### config.mk
export PLATFORM = sky130hd
export DESIGN_NAME = gct_ctrl
export DESIGN_NICKNAME = d
export VERILOG_FILES = /design/src/hw/rtl/gct_pkg.sv /design/src/hw/rtl/gct_ctrl.sv
export SDC_FILE = /design/constraint.sdc
export NUM_CORES = 1
export LEC_CHECK = 0
export BUFFER_PORTS_ARGS = -buffer_cell sky130_fd_sc_hd__buf_2
export CORE_MARGIN = 1.5
export CORE_UTILIZATION = 51
export CTS_CLUSTER_SIZE = 40
export DETAILED_ROUTE_END_ITERATION = 6
export PLACE_DENSITY = 0.8
export SLEW_MARGIN = 5
export SYNTH_ARGS = -nofsm -noshare
export SYNTH_HDL_FRONTEND = slang
export SYNTH_SLANG_ARGS = --single-unit
### constraint.sdc
create_clock -name clk -period 5 [get_ports clk]
set_input_delay 0.75 -clock clk [delete_from_list [all_inputs] [get_ports clk]]
set_output_delay 0.75 -clock clk [all_outputs]
set_load 0.01 [all_outputs]
### src/hw/rtl/gct_pkg.sv
// Package for the Gram congruence transform block.
// Holds size constants, controller state and command/status structs.
// No dependencies.
package gct_pkg;

  localparam int RANK_DEF = 5;
  localparam int RANK_MAX = 8;

  typedef enum logic [3:0] {
    ST_LOAD,
    ST_MUL1,
    ST_MUL2,
    ST_ACC,
    ST_STORE,
    ST_DIV1,
    ST_DIV2,
    ST_EMIT
  } state_t;

  typedef struct packed {
    logic clr_acc;
    logic mul1;
    logic mul2;
    logic acc;
    logic tri_wr;
    logic div1_start;
    logic div2_start;
    logic out_load;
  } cmd_t;

  typedef struct packed {
    logic div_done;
    logic out_free;
  } sts_t;

endpackage

### src/hw/rtl/gct_ctrl.sv
// Controller FSM: load pointer, loop counters over (i,j,k,l) and emission.
// Depends on gct_pkg.
module gct_ctrl #(
  parameter int RANK = gct_pkg::RANK_DEF,
  localparam int SLOTS = RANK * RANK,
  localparam int TRI   = RANK * (RANK + 1) / 2,
  localparam int AW    = (SLOTS > 1) ? $clog2(SLOTS) : 1,
  localparam int TW    = (TRI > 1) ? $clog2(TRI) : 1
) (
  input  logic          clk,
  input  logic          rst_n,
  input  logic          in_valid,
  output logic          in_ready,
  input  logic          in_load_last,
  output logic          ld_wr,
  output logic [AW-1:0] ld_addr,
  output logic [AW-1:0] q_addr,
  output logic [AW-1:0] gi_addr,
  output logic [AW-1:0] gj_addr,
  output logic [TW-1:0] tri_addr,
  output logic [2:0]    o_row,
  output logic [2:0]    o_col,
  output logic          o_last,
  output gct_pkg::cmd_t cmd,
  input  gct_pkg::sts_t sts
);

  localparam logic [2:0] RMAX = 3'(RANK - 1);
  localparam logic [AW-1:0] SMAX = AW'(SLOTS - 1);

  // Phases of ST_DIV1: wait for the triangle read, start pass one, run.
  localparam logic [1:0] DPH_WAIT  = 2'd0;
  localparam logic [1:0] DPH_START = 2'd1;
  localparam logic [1:0] DPH_RUN   = 2'd2;

  gct_pkg::state_t st_r, st_nxt;
  logic [AW-1:0] pos_r, pos_nxt;
  logic [2:0] i_r, i_nxt, j_r, j_nxt, k_r, k_nxt, l_r, l_nxt;
  logic       fin_r, fin_nxt; // last (k,l) term in flight

  logic       acc_go;
  logic [5:0] ti;

  assign acc_go = in_valid & in_ready;

  // Triangle index: i*RANK - i*(i-1)/2 + (j-i), using the smaller of (i,j) as row.
  logic [2:0] ra, cb;
  always_comb begin
    ra = (j_r >= i_r) ? i_r : j_r;
    cb = (j_r >= i_r) ? j_r : i_r;
    ti = 6'(ra * RANK) - 6'((ra * (ra - 3'd1)) >> 1) + 6'(cb - ra);
    if (ra == 3'd0) ti = 6'(cb);
  end

  always_comb begin
    st_nxt  = st_r;
    pos_nxt = pos_r;
    i_nxt = i_r; j_nxt = j_r; k_nxt = k_r; l_nxt = l_r;
    fin_nxt = fin_r;
    unique case (st_r)
      gct_pkg::ST_LOAD: begin
        if (acc_go) begin
          pos_nxt = (pos_r == SMAX) ? '0 : pos_r + AW'(1);
          if (in_load_last) begin
            pos_nxt = '0;
            st_nxt = gct_pkg::ST_MUL1;
            i_nxt = '0; j_nxt = '0; k_nxt = '0; l_nxt = '0;
          end
        end
      end
      gct_pkg::ST_MUL1: st_nxt = gct_pkg::ST_MUL2;
      gct_pkg::ST_MUL2: st_nxt = gct_pkg::ST_ACC;
      gct_pkg::ST_ACC: begin
        fin_nxt = (k_r == RMAX) && (l_r == RMAX);
        if (l_r == RMAX) begin
          l_nxt = '0;
          k_nxt = k_r + 3'd1;
        end else begin
          l_nxt = l_r + 3'd1;
        end
        st_nxt = fin_nxt ? gct_pkg::ST_STORE : gct_pkg::ST_MUL1;
      end
      gct_pkg::ST_STORE: begin
        k_nxt = '0; l_nxt = '0;
        if (j_r == RMAX) begin
          if (i_r == RMAX) begin
            i_nxt = '0; j_nxt = '0;
            st_nxt = gct_pkg::ST_DIV1;
          end else begin
            i_nxt = i_r + 3'd1; j_nxt = i_r + 3'd1;
            st_nxt = gct_pkg::ST_MUL1;
          end
        end else begin
          j_nxt = j_r + 3'd1;
          st_nxt = gct_pkg::ST_MUL1;
        end
      end
      gct_pkg::ST_DIV1: if (sts.div_done) st_nxt = gct_pkg::ST_DIV2;
      gct_pkg::ST_DIV2: if (sts.div_done) st_nxt = gct_pkg::ST_EMIT;
      gct_pkg::ST_EMIT: begin
        if (sts.out_free) begin
          if (j_r == RMAX) begin
            j_nxt = '0;
            i_nxt = i_r + 3'd1;
          end else begin
            j_nxt = j_r + 3'd1;
          end
          st_nxt = (i_r == RMAX && j_r == RMAX) ? gct_pkg::ST_LOAD : gct_pkg::ST_DIV1;
        end
      end
      default: st_nxt = gct_pkg::ST_LOAD;
    endcase
  end

  // DIV1 lets the triangle read register in DPH_WAIT, starts pass one once, then pass two.
  logic [1:0] dph_r, dph_nxt;

  always_comb begin
    cmd = '0;
    dph_nxt = dph_r;
    unique case (st_r)
      gct_pkg::ST_MUL1: begin
        cmd.mul1 = 1'b1;
        cmd.clr_acc = (k_r == 3'd0) && (l_r == 3'd0);
      end
      gct_pkg::ST_MUL2:  cmd.mul2 = 1'b1;
      gct_pkg::ST_ACC:   cmd.acc = 1'b1;
      gct_pkg::ST_STORE: cmd.tri_wr = 1'b1;
      gct_pkg::ST_DIV1: begin
        if (dph_r == DPH_WAIT) begin
          dph_nxt = DPH_START;
        end else if (dph_r == DPH_START) begin
          cmd.div1_start = 1'b1;
          dph_nxt = DPH_RUN;
        end else if (sts.div_done) begin
          cmd.div2_start = 1'b1;
        end
      end
      gct_pkg::ST_DIV2: if (sts.div_done) dph_nxt = DPH_WAIT;
      gct_pkg::ST_EMIT: cmd.out_load = sts.out_free;
      default: ;
    endcase
  end

  // ST_STORE needs acc settled: ACC adds p2 at its edge, so STORE writes acc_r.
  always_ff @(posedge clk) begin
    if (!rst_n) begin
      st_r <= gct_pkg::ST_LOAD;
      pos_r <= '0;
      i_r <= '0; j_r <= '0; k_r <= '0; l_r <= '0;
      fin_r <= 1'b0;
      dph_r <= DPH_WAIT;
    end else begin
      st_r <= st_nxt;
      pos_r <= pos_nxt;
      i_r <= i_nxt; j_r <= j_nxt; k_r <= k_nxt; l_r <= l_nxt;
      fin_r <= fin_nxt;
      dph_r <= dph_nxt;
    end
  end

  // Reads for the (k,l) term are issued while in ACC/STORE/LOAD preceding MUL1;
  // addresses come from the next-state counters so data is registered by MUL1.
  assign in_ready = (st_r == gct_pkg::ST_LOAD);
  assign ld_wr    = acc_go;
  assign ld_addr  = pos_r;
  assign q_addr   = AW'(k_nxt * RANK + l_nxt);
  assign gi_addr  = AW'(k_nxt * RANK + i_nxt);
  assign gj_addr  = AW'(l_nxt * RANK + j_nxt);
  assign tri_addr = TW'(ti);
  assign o_row    = i_r;
  assign o_col    = j_r;
  assign o_last   = (i_r == RMAX) && (j_r == RMAX);

endmodule

# Yosys cells after proc, flatten, opt, wreduce, memory -nomap -nowiden
# Index checks and enable logic that the tools add are counted.
[word_totals] latch_bits=0 memories=0 word_cells=106 romBits=0 ram_bits=0 regBits=23
[op_classes] n_bitwise=1 n_div=0 eq_ne=19 shift=0 n_mux=50 order_cmp=1 reduce_logical=12 add_sub_neg=12 n_mul=4
[ops] op="$mux W3" n=22
[ops] op="$pmux W3 S3" n=4
[ops] op="$pmux W4 S8" n=1
[ops] op="$mux W4" n=7
[ops] op="$eq A4 B3 Y1 const B" n=4
[ops] op="$add A5 B3 Y5" n=3
[ops] op="$add A3 B1 Y3 const B" n=4
[ops] op="$eq A3 B3 Y1 const B" n=4
[ops] op="$mux W2" n=6
[ops] op="$mul A3 B3 Y5 const B" n=2
[ops] op="$mux W5" n=2
[ops] op="$logic_not A3 Y1" n=3
[ops] op="$eq A4 B2 Y1 const B" n=2
[ops] op="$mux W1" n=7
[ops] op="$ne A2 B2 Y1 const B" n=3
[ops] op="$add A5 B1 Y5 const B" n=1
[ops] op="$eq A5 B5 Y1 const B" n=1
[ops] op="$mul A4 B4 Y5" n=1
[ops] op="$reduce_and A5 Y1" n=1
[ops] op="$add A4 B4 Y4" n=1
[ops] op="$eq A4 B1 Y1 const B" n=1
[ops] op="$logic_not A4 Y1" n=1
[ops] op="$mul A3 B3 Y4 const B" n=1
[ops] op="$ne A2 B1 Y1 const B" n=2
[ops] op="other kinds (13)" n=15

# Logic depth before layout (Yosys ltp)
# Gate-level depths: netlist of run 1.
[logic_depth] word_depth=7 ltp_mapped=22 mapped_depth_nobuf=20

# Least setup slack after synthesis of run 1
# Ideal clock, no wire load.
[synth_path] path_kind="register to output" from="register j_r[0] (netlist: o_col[0])" to="output tri_addr[3]" path_stages_with_launch=19 path_buffers=1 t_arrival_ns=4.440 setup_slack_ns=-0.190 required_ns=4.250 cell_sequence="dfxtp_1 clkbuf_1 inv_1 ha_1 nor2b_1 o21ai_1 mux2_2 ha_1 xor2_1 ha_1 nor2b_1 fa_1 fa_1 inv_1 ha_1 xnor2_1 xnor2_1 a311oi_1 a21o_1"
[synth_via] elab_chain_len=7
[synth_lines] item="start, declared" line_no="gct_ctrl.sv:38" text="logic [2:0] i_r, i_nxt, j_r, j_nxt, k_r, k_nxt, l_r, l_nxt;"
[synth_lines] item="start signal, assigned" line_no="gct_ctrl.sv:156" text="i_r <= i_nxt; j_r <= j_nxt; k_r <= k_nxt; l_r <= l_nxt;"
[synth_lines] item="$ge A3 B3 Y1" line_no="gct_ctrl.sv:49, gct_ctrl.sv:50"
[synth_lines] item="$mux W3" line_no="gct_ctrl.sv:49" text="ra = (j_r >= i_r) ? i_r : j_r;"
[synth_lines] item="$sub A3 B1 Y4" line_no="gct_ctrl.sv:51" text="ti = 6'(ra * RANK) - 6'((ra * (ra - 3'd1)) >> 1) + 6'(cb - ra);"
[synth_lines] item="$mul A4 B4 Y5" line_no="gct_ctrl.sv:51"
[synth_lines] item="$sub A4 B4 Y4" line_no="gct_ctrl.sv:51"
[synth_lines] item="$add A4 B4 Y4" line_no="gct_ctrl.sv:51"
[synth_lines] item="$mux W4 (*)" line_no="gct_ctrl.sv:52" text="if (ra == 3'd0) ti = 6'(cb);"
[synth_lines] item="end, declared" line_no="gct_ctrl.sv:20" text="output logic [TW-1:0] tri_addr,"
# Mark *: on every way between the ends. The rest lies on a longest branch, timed or not.

# Worst setup path after layout of run 1
# Ends and elaborated chain as after synthesis.

==> impl_metrics.py, run 1 <==
metrics = {
    "cells_and_area": {
        "multi_input_area_mm2": 0.00204,
        "drive_gt1_share_pct": 27.4,
        "fin_util_pct": 65.6,
        "fin_area_mm2": 0.00312,
        "fillers": 415,
        "antenna_cells": 0,
        "register_area_um2": 447,
        "areaGrowthSynthToFinish_pct": 23.8,
        "fin_nets": 427,
    },
    "floorplan": {
        "dieHeight_um": 73.3,
        "rows": 25,
        "die_x_um": 73.3,
        "die_area_mm2": 0.00537,
        "core_region_area_mm2": 0.00475,
        "initial_core_util_pct": 53.0,
        "io_pins": 47,
    },
    "drt": {
        "vias": 2353,
        "wire_per_inst_um": 13.7,
        "drt_iter0_markers": 111,
        "dr.pass1.iters": 4,
        "wirelength_mm": 6.01,
        "vias_per_cell": 5.36,
        "detail-route-antenna-nets": 0,
        "route.detailed.drc": 0,
    },
    "logic_synthesis": {
        "yosysTopAreaCell": "ha_1",
        "synthCells": 317,
        "synth_most_common_cell": "ha_1",
        "yosys_warnings": 0,
        "ys_types": 49,
        "async_reset_ff_share_pct": 0,
        "synth_top_area_share_pct": 20.9,
        "synth_ff_type": "dfxtp_1",
        "ys_seq_elements": 22,
        "netlist_area_mm2": 0.00252,
        "synth-edff-count": 0,
        "synth_area_per_cell_um2": 7.95,
        "ys_seq_area_share_pct": 17.5,
        "synthTopCellsByCount": "ha_1 (42), nand2_1 (35), inv_1 (34)",
        "syn_nets": 371,
        "synth_area_leaders": "ha_1 (21%), dfxtp_1 (17%), xnor2_1 (6.3%)",
    },
    "placed_design": {
        "place_area_mm2": 0.00288,
        "place.gp.congestion": 0.907,
        "io_buffers": 46,
        "hpwl_mm": 4.51,
        "post-place-ws_ns": -0.00740,
    },
    "setup_path": {
        "cp-end-kind": "output pin",
        "cp_max_fo": 2,
        "timing.rr.end": "o_row[2]",
        "cp_num_buf_inv": 3,
        "required_ns": 4.25,
        "crit_chain": "inv_2 > ha_4 > nor2b_4 > o21ai_4 > mux2_4 > ha_4 > xor2_1 > ha_1 > nor2b_4 > fa_1 > fa_1 > inv_1 > ha_2 > xnor2_2 > xnor2_2 > a311oi_2 > a21o_1 > buf_2",
        "ff2ff_path_depth": 8,
        "cp_top_family": "adder cells",
        "rr_startpoint": "o_col[1]",
        "critPathMaxStageDelay_ns": 0.50,
        "worst_setup_path_start_kind": "flop",
        "crit_slowest_cell": "fa_1",
        "critical_path_class": "reg2out",
        "cp.arrival_ns": 4.21,
        "regToRegSetupSlack_ns": 2.91,
    },
    "grt": {
        "grt_overflow": 0,
        "grt_max_degree": 24,
        "grt_pass1_wl_mm": 9.99,
        "antenna_found_initial": 0,
        "grt_pass1_vias": 2304,
        "grt_usage_pct": 23.5,
    },
    "sta": {
        "drv_slew": 0,
        "setup-tns-final_ns": 0,
        "period_needed_ns": 4.96,
        "skew_ns": 0.0109,
        "max_slew_margin_pct": 63.8,
        "worstMarginPinSlew_ns": 0.538,
        "rsz0062_at_grt": "yes",
        "hold_viol_final": 0,
        "timing.fmax_mhz": 202,
        "setup_viol": 0,
        "fin_ws_ns": 0.0377,
        "final.period_utilization_pct": 99.2,
    },
    "pwr": {
        "p_leak_nw": 1.60,
        "p_per_area_mw_per_mm2": 209,
        "total_power_w": 0.000652,
        "vdd_drop_max_v": 0.000240,
    },
    "clocking": {
        "h-tree-depth": 1,
        "cts_tree": "done",
        "cts_root_buf": "clkbuf_8",
        "cts_buffer_depth": 2,
        "cts_hold_buf": 0,
        "clkLatencyLatePin_ns": 0.27,
        "path_clk_slew_ns": 0.08,
        "cts_num_sinks": 22,
        "cts_made_buffers": 3,
    },
    "outcome": {
        "outcome": "completed",
    },
    "min_path": {
        "hold_class": "reg2reg",
        "worstHoldStart": "dph_r[0]",
        "hold_end": "dph_r[0]",
        "min_path_cells": 2,
    },
    "flow_run": {
        "maxCapViolCount": 0,
    },
}
## kinds of logic after synthesis
group | count (synthesis) | synth area share, %
AND/OR/NAND/NOR | 102 | 20.3
adder cells (fa/ha/maj) | 48 | 25.6
other | 1 | 0.149
buffers and inverters | 44 | 6.76
flip-flops | 22 | 17.5
AO/OA/AOI/OAI | 69 | 18.1
multiplexers | 9 | 3.92
XOR/XNOR | 22 | 7.65
## tightest hold or removal path, delay by kind of cell, from the launching register on
family,cells,cell delay (ns)
DFF,1,0.34
and+or+nand+nor,1,0.06
AOI/OAI and AO/OA,1,0.06
## how the worst max path moves through the flow
| stage | to | depth (start not counted) | start | slack (ns) |
|---|---|---|---|---|
| after floorplan | tri_addr[3] | 18 | o_col[0] | 0.02 |
| after global placement | tri_addr[3] | 18 | o_row[2] | 0.16 |
| after detailed placement | tri_addr[3] | 18 | o_row[2] | -0.007 |
| after CTS | tri_addr[3] | 18 | o_row[2] | 0.0004 |
| after global routing | tri_addr[3] | 18 | o_row[2] | -0.09 |
| final | tri_addr[3] | 18 | o_col[0] | 0.04 |
## state kept, by name (all words and copies together) (netlist names)
signal / count
o_row: 3
o_col: 3
l_r: 3
ld_addr: 5
st_r: 3
dph_r: 2
k_r: 3
## placed cells by master (no fill, tap or decap), drive strengths merged, types with 2 or more instances in the layout
cell type | Yosys | layout
o21ai | 21 | 21
buf | 4 | 60
nand3 | 7 | 7
inv | 35 | 35
nand2 | 35 | 35
xnor2 | 18 | 18
xor2 | 4 | 4
mux2 | 7 | 7
a21o | 5 | 5
a31oi | 4 | 4
a21oi | 18 | 18
a21boi | 3 | 3
o22ai | 2 | 2
nor2 | 18 | 18
mux2i | 2 | 2
and2 | 10 | 10
nand4 | 3 | 3
a211oi | 4 | 4
ha | 42 | 42
o21a | 2 | 2
fa | 6 | 6
dfxtp | 22 | 22
nand3b | 2 | 2
nand2b | 3 | 3
clkbuf | 5 | 3
nor3 | 4 | 4
a22oi | 3 | 3
nor2b | 12 | 12
## metrics by stage
| step | cells | hold WS [ns] |
|---|---|---|
| floorplan | 317 | 0.463 |
| global placement | 430 | 0.483 |
| finish | 439 | 0.506 |
| detailed placement | 430 | 0.498 |
| global route | 439 | 0.537 |
| CTS | 438 | 0.511 |
## where the power goes
group | leakage, nW | switching, W | internal, W
logic | 1.39 | 0.000167 | 0.000117
registers | 0.180 | 0.0000138 | 0.000188
clock network | 0.0357 | 0.0000592 | 0.000107
## final cells by class
cell class / count / area share, %
multi-input cells: 251 / 65.3
flip-flops and latches: 22 / 14.3
well taps: 67 / 2.69
repair buffers: 60 / 11.2
inverters: 35 / 4.21
clock inverters: 1 / 0.963
clock buffers: 3 / 1.32
## per-layer routing
layer,vias up,wire [µm],track usage (%)
met5,-,0,0
met4,0,118,8.18
met3,11,190,1.65
met2,62,3100,42.2
met1,1099,2600,29.5
li1,1181,-,-
## what timing repair did
action,4_1_cts,5_1_grt
gates resized for setup,23,7
buffers inserted,4,1
hold endpoints to repair,0,0
endpoints found under the setup margin,2,1
pin swaps,10,5
Power figures use the tool's default switching activity.
==> run 2: changes to the inputs <==
PLACE_DENSITY = default   (was 0.8)
PLACE_DENSITY_LB_ADDON = 0.05   (was default)
==> run 2 against run 1 <==
Compared with the run above:
- worst setup slack got worse by 0.0041 ns
- combinational power is essentially flat
- register-to-register slack about the same
- final area shrank 1.2%
- power fell by 8.2%
- sequential share of layout area is 0.087 points higher
- fmax hardly changed
- wire length fell by 3.6%
==> impl_metrics.py, run 2 (synthesis results as in run 1) <==
metrics = {
    "setup_path": {
        "cp_top_family": "adder cells",
        "crit_chain": "inv_2 > ha_4 > nand2_4 > o21ai_4 > mux2_4 > ha_4 > xor2_1 > ha_1 > nor2b_4 > fa_1 > fa_1 > inv_1 > ha_2 > xnor2_2 > xnor2_1 > a311oi_1 > a21o_1 > buf_2",
        "crit_cells": 18,
        "crit_slowest_cell": "fa_1",
        "cp_num_buf_inv": 3,
        "critPathMaxStageDelay_ns": 0.55,
        "critical_path_class": "reg2out",
        "worst_setup_path_start_kind": "flop",
        "cp-end-kind": "output pin",
        "ff2ff_path_depth": 8,
        "required_ns": 4.25,
        "regToRegSetupSlack_ns": 2.91,
        "cp_max_fo": 3,
        "cp.arrival_ns": 4.22,
    },
    "clocking": {
        "cts_num_sinks": 22,
        "path_clk_slew_ns": 0.08,
        "cts_made_buffers": 3,
        "h-tree-depth": 1,
        "cts_buffer_depth": 2,
        "cts_root_buf": "clkbuf_8",
        "clkLatencyLatePin_ns": 0.26,
        "cts_tree": "done",
    },
    "cells_and_area": {
        "final_common_cell": "buf_2",
        "layout_common_cells": "buf_2 (46), ha_1 (37), nand2_1 (34)",
        "antenna_cells": 0,
        "largest_reg_flops": 5,
        "drive_gt1_share_pct": 26.4,
        "fin_util_pct": 64.8,
        "fin_nets": 431,
        "fillers": 459,
        "areaGrowthSynthToFinish_pct": 22.4,
    },
    "sta": {
        "worstMarginPinSlew_ns": 0.496,
        "rsz0062_at_grt": "yes",
        "setup_viol": 0,
        "timing.fmax_mhz": 201,
        "holdWs_ns": 0.499,
        "hold_viol_final": 0,
        "drv_slew": 0,
        "skew_ns": 0.00556,
        "period_needed_ns": 4.97,
        "setup-tns-final_ns": 0,
        "final.period_utilization_pct": 99.3,
        "max_slew_margin_pct": 66.6,
    },
    "min_path": {
        "min_path_cells": 2,
        "hold_class": "reg2reg",
    },
    "grt": {
        "grt_pass1_vias": 2166,
        "grt_max_degree": 20,
        "antenna_found_initial": 0,
        "grt_overflow": 0,
        "grt_pass1_wl_mm": 9.69,
        "grt_usage_pct": 22.7,
    },
    "floorplan": {
        "die_area_mm2": 0.00537,
        "io_pins": 47,
        "die_x_um": 73.3,
        "rows": 25,
        "dieHeight_um": 73.3,
        "initial_core_util_pct": 53.0,
        "core_region_area_mm2": 0.00475,
    },
    "outcome": {
        "outcome": "completed",
    },
    "placed_design": {
        "io_buffers": 46,
        "hpwl_mm": 4.41,
        "place.gp.congestion": 0.793,
    },
    "pwr": {
        "vdd_drop_max_v": 0.000295,
        "p_per_area_mw_per_mm2": 194,
        "total_power_w": 0.000599,
        "p_leak_nw": 1.59,
    },
    "drt": {
        "drt_iter0_markers": 126,
        "wirelength_mm": 5.79,
        "detail-route-antenna-nets": 0,
        "wire_per_inst_um": 13.1,
        "route.detailed.drc": 0,
        "vias_per_cell": 5.27,
        "dr.pass1.iters": 4,
        "vias": 2329,
    },
    "flow_run": {
        "maxCapViolCount": 0,
    },
}
run 2: final cells by class:
type	count	area, µm²	share of cell area [%]
sequential	22	444	14.4
multi-input combinational	251	2010	65.3
inverter	35	131	4.26
timing repair buffer	64	369	12.0
clock buffer	3	41.3	1.34
tap	67	83.8	2.72
run 2: path summary, 6_finish.rpt:
check        startpoint     endpoint
max            o_row[2]  tri_addr[3]
min reg2reg    dph_r[0]     dph_r[0]
max reg2reg    o_col[1]     o_col[2]
min            dph_r[0]     dph_r[0]
run 2: metal layers:
| metal | wire length [µm] | vias up | global-route usage (%) |
|---|---|---|---|
| li1 | - | 1194 | - |
| met2 | 2680 | 43 | 37.1 |
| met4 | 42 | 0 | 5.45 |
| met3 | 172 | 4 | 2.47 |
| met1 | 2900 | 1088 | 32.0 |
| met5 | 0 | - | 0 |
run 2: through the flow:
step / area (µm²) / worst slack (ns) / cells
after floorplan: 2530 / 0.0193 / 317
after global placement: 2880 / 0.204 / 432
after detailed placement: 2880 / 0.134 / 432
after CTS: 3000 / 0.0201 / 439
after global routing: 3080 / -0.160 / 442
final: 3080 / 0.0336 / 442
run 2: what timing repair did:
item                       in CTS  in global routing
setup endpoints to repair       2                  2
gates resized for setup        13                 11
hold buffers                    0                  0
pin swaps                       9                  9
buffers inserted                4                  3
run 2: report_power, final:
part,leakage (nW),switching [W],internal [W]
sequential,0.179,0.0000140,0.000188
clock,0.0216,0.0000563,0.0000538
combinational,1.39,0.000167,0.000119
run 2: worst reg2reg max path: stages (launching register included):
cell and delay [ns]:
dfxtp_1 0.39, buf_4 0.20, inv_1 0.11, ha_1 0.24
and4_1 0.30, o22ai_1 0.26, a21oi_1 0.11, a31oi_1 0.25
and2_1 0.17
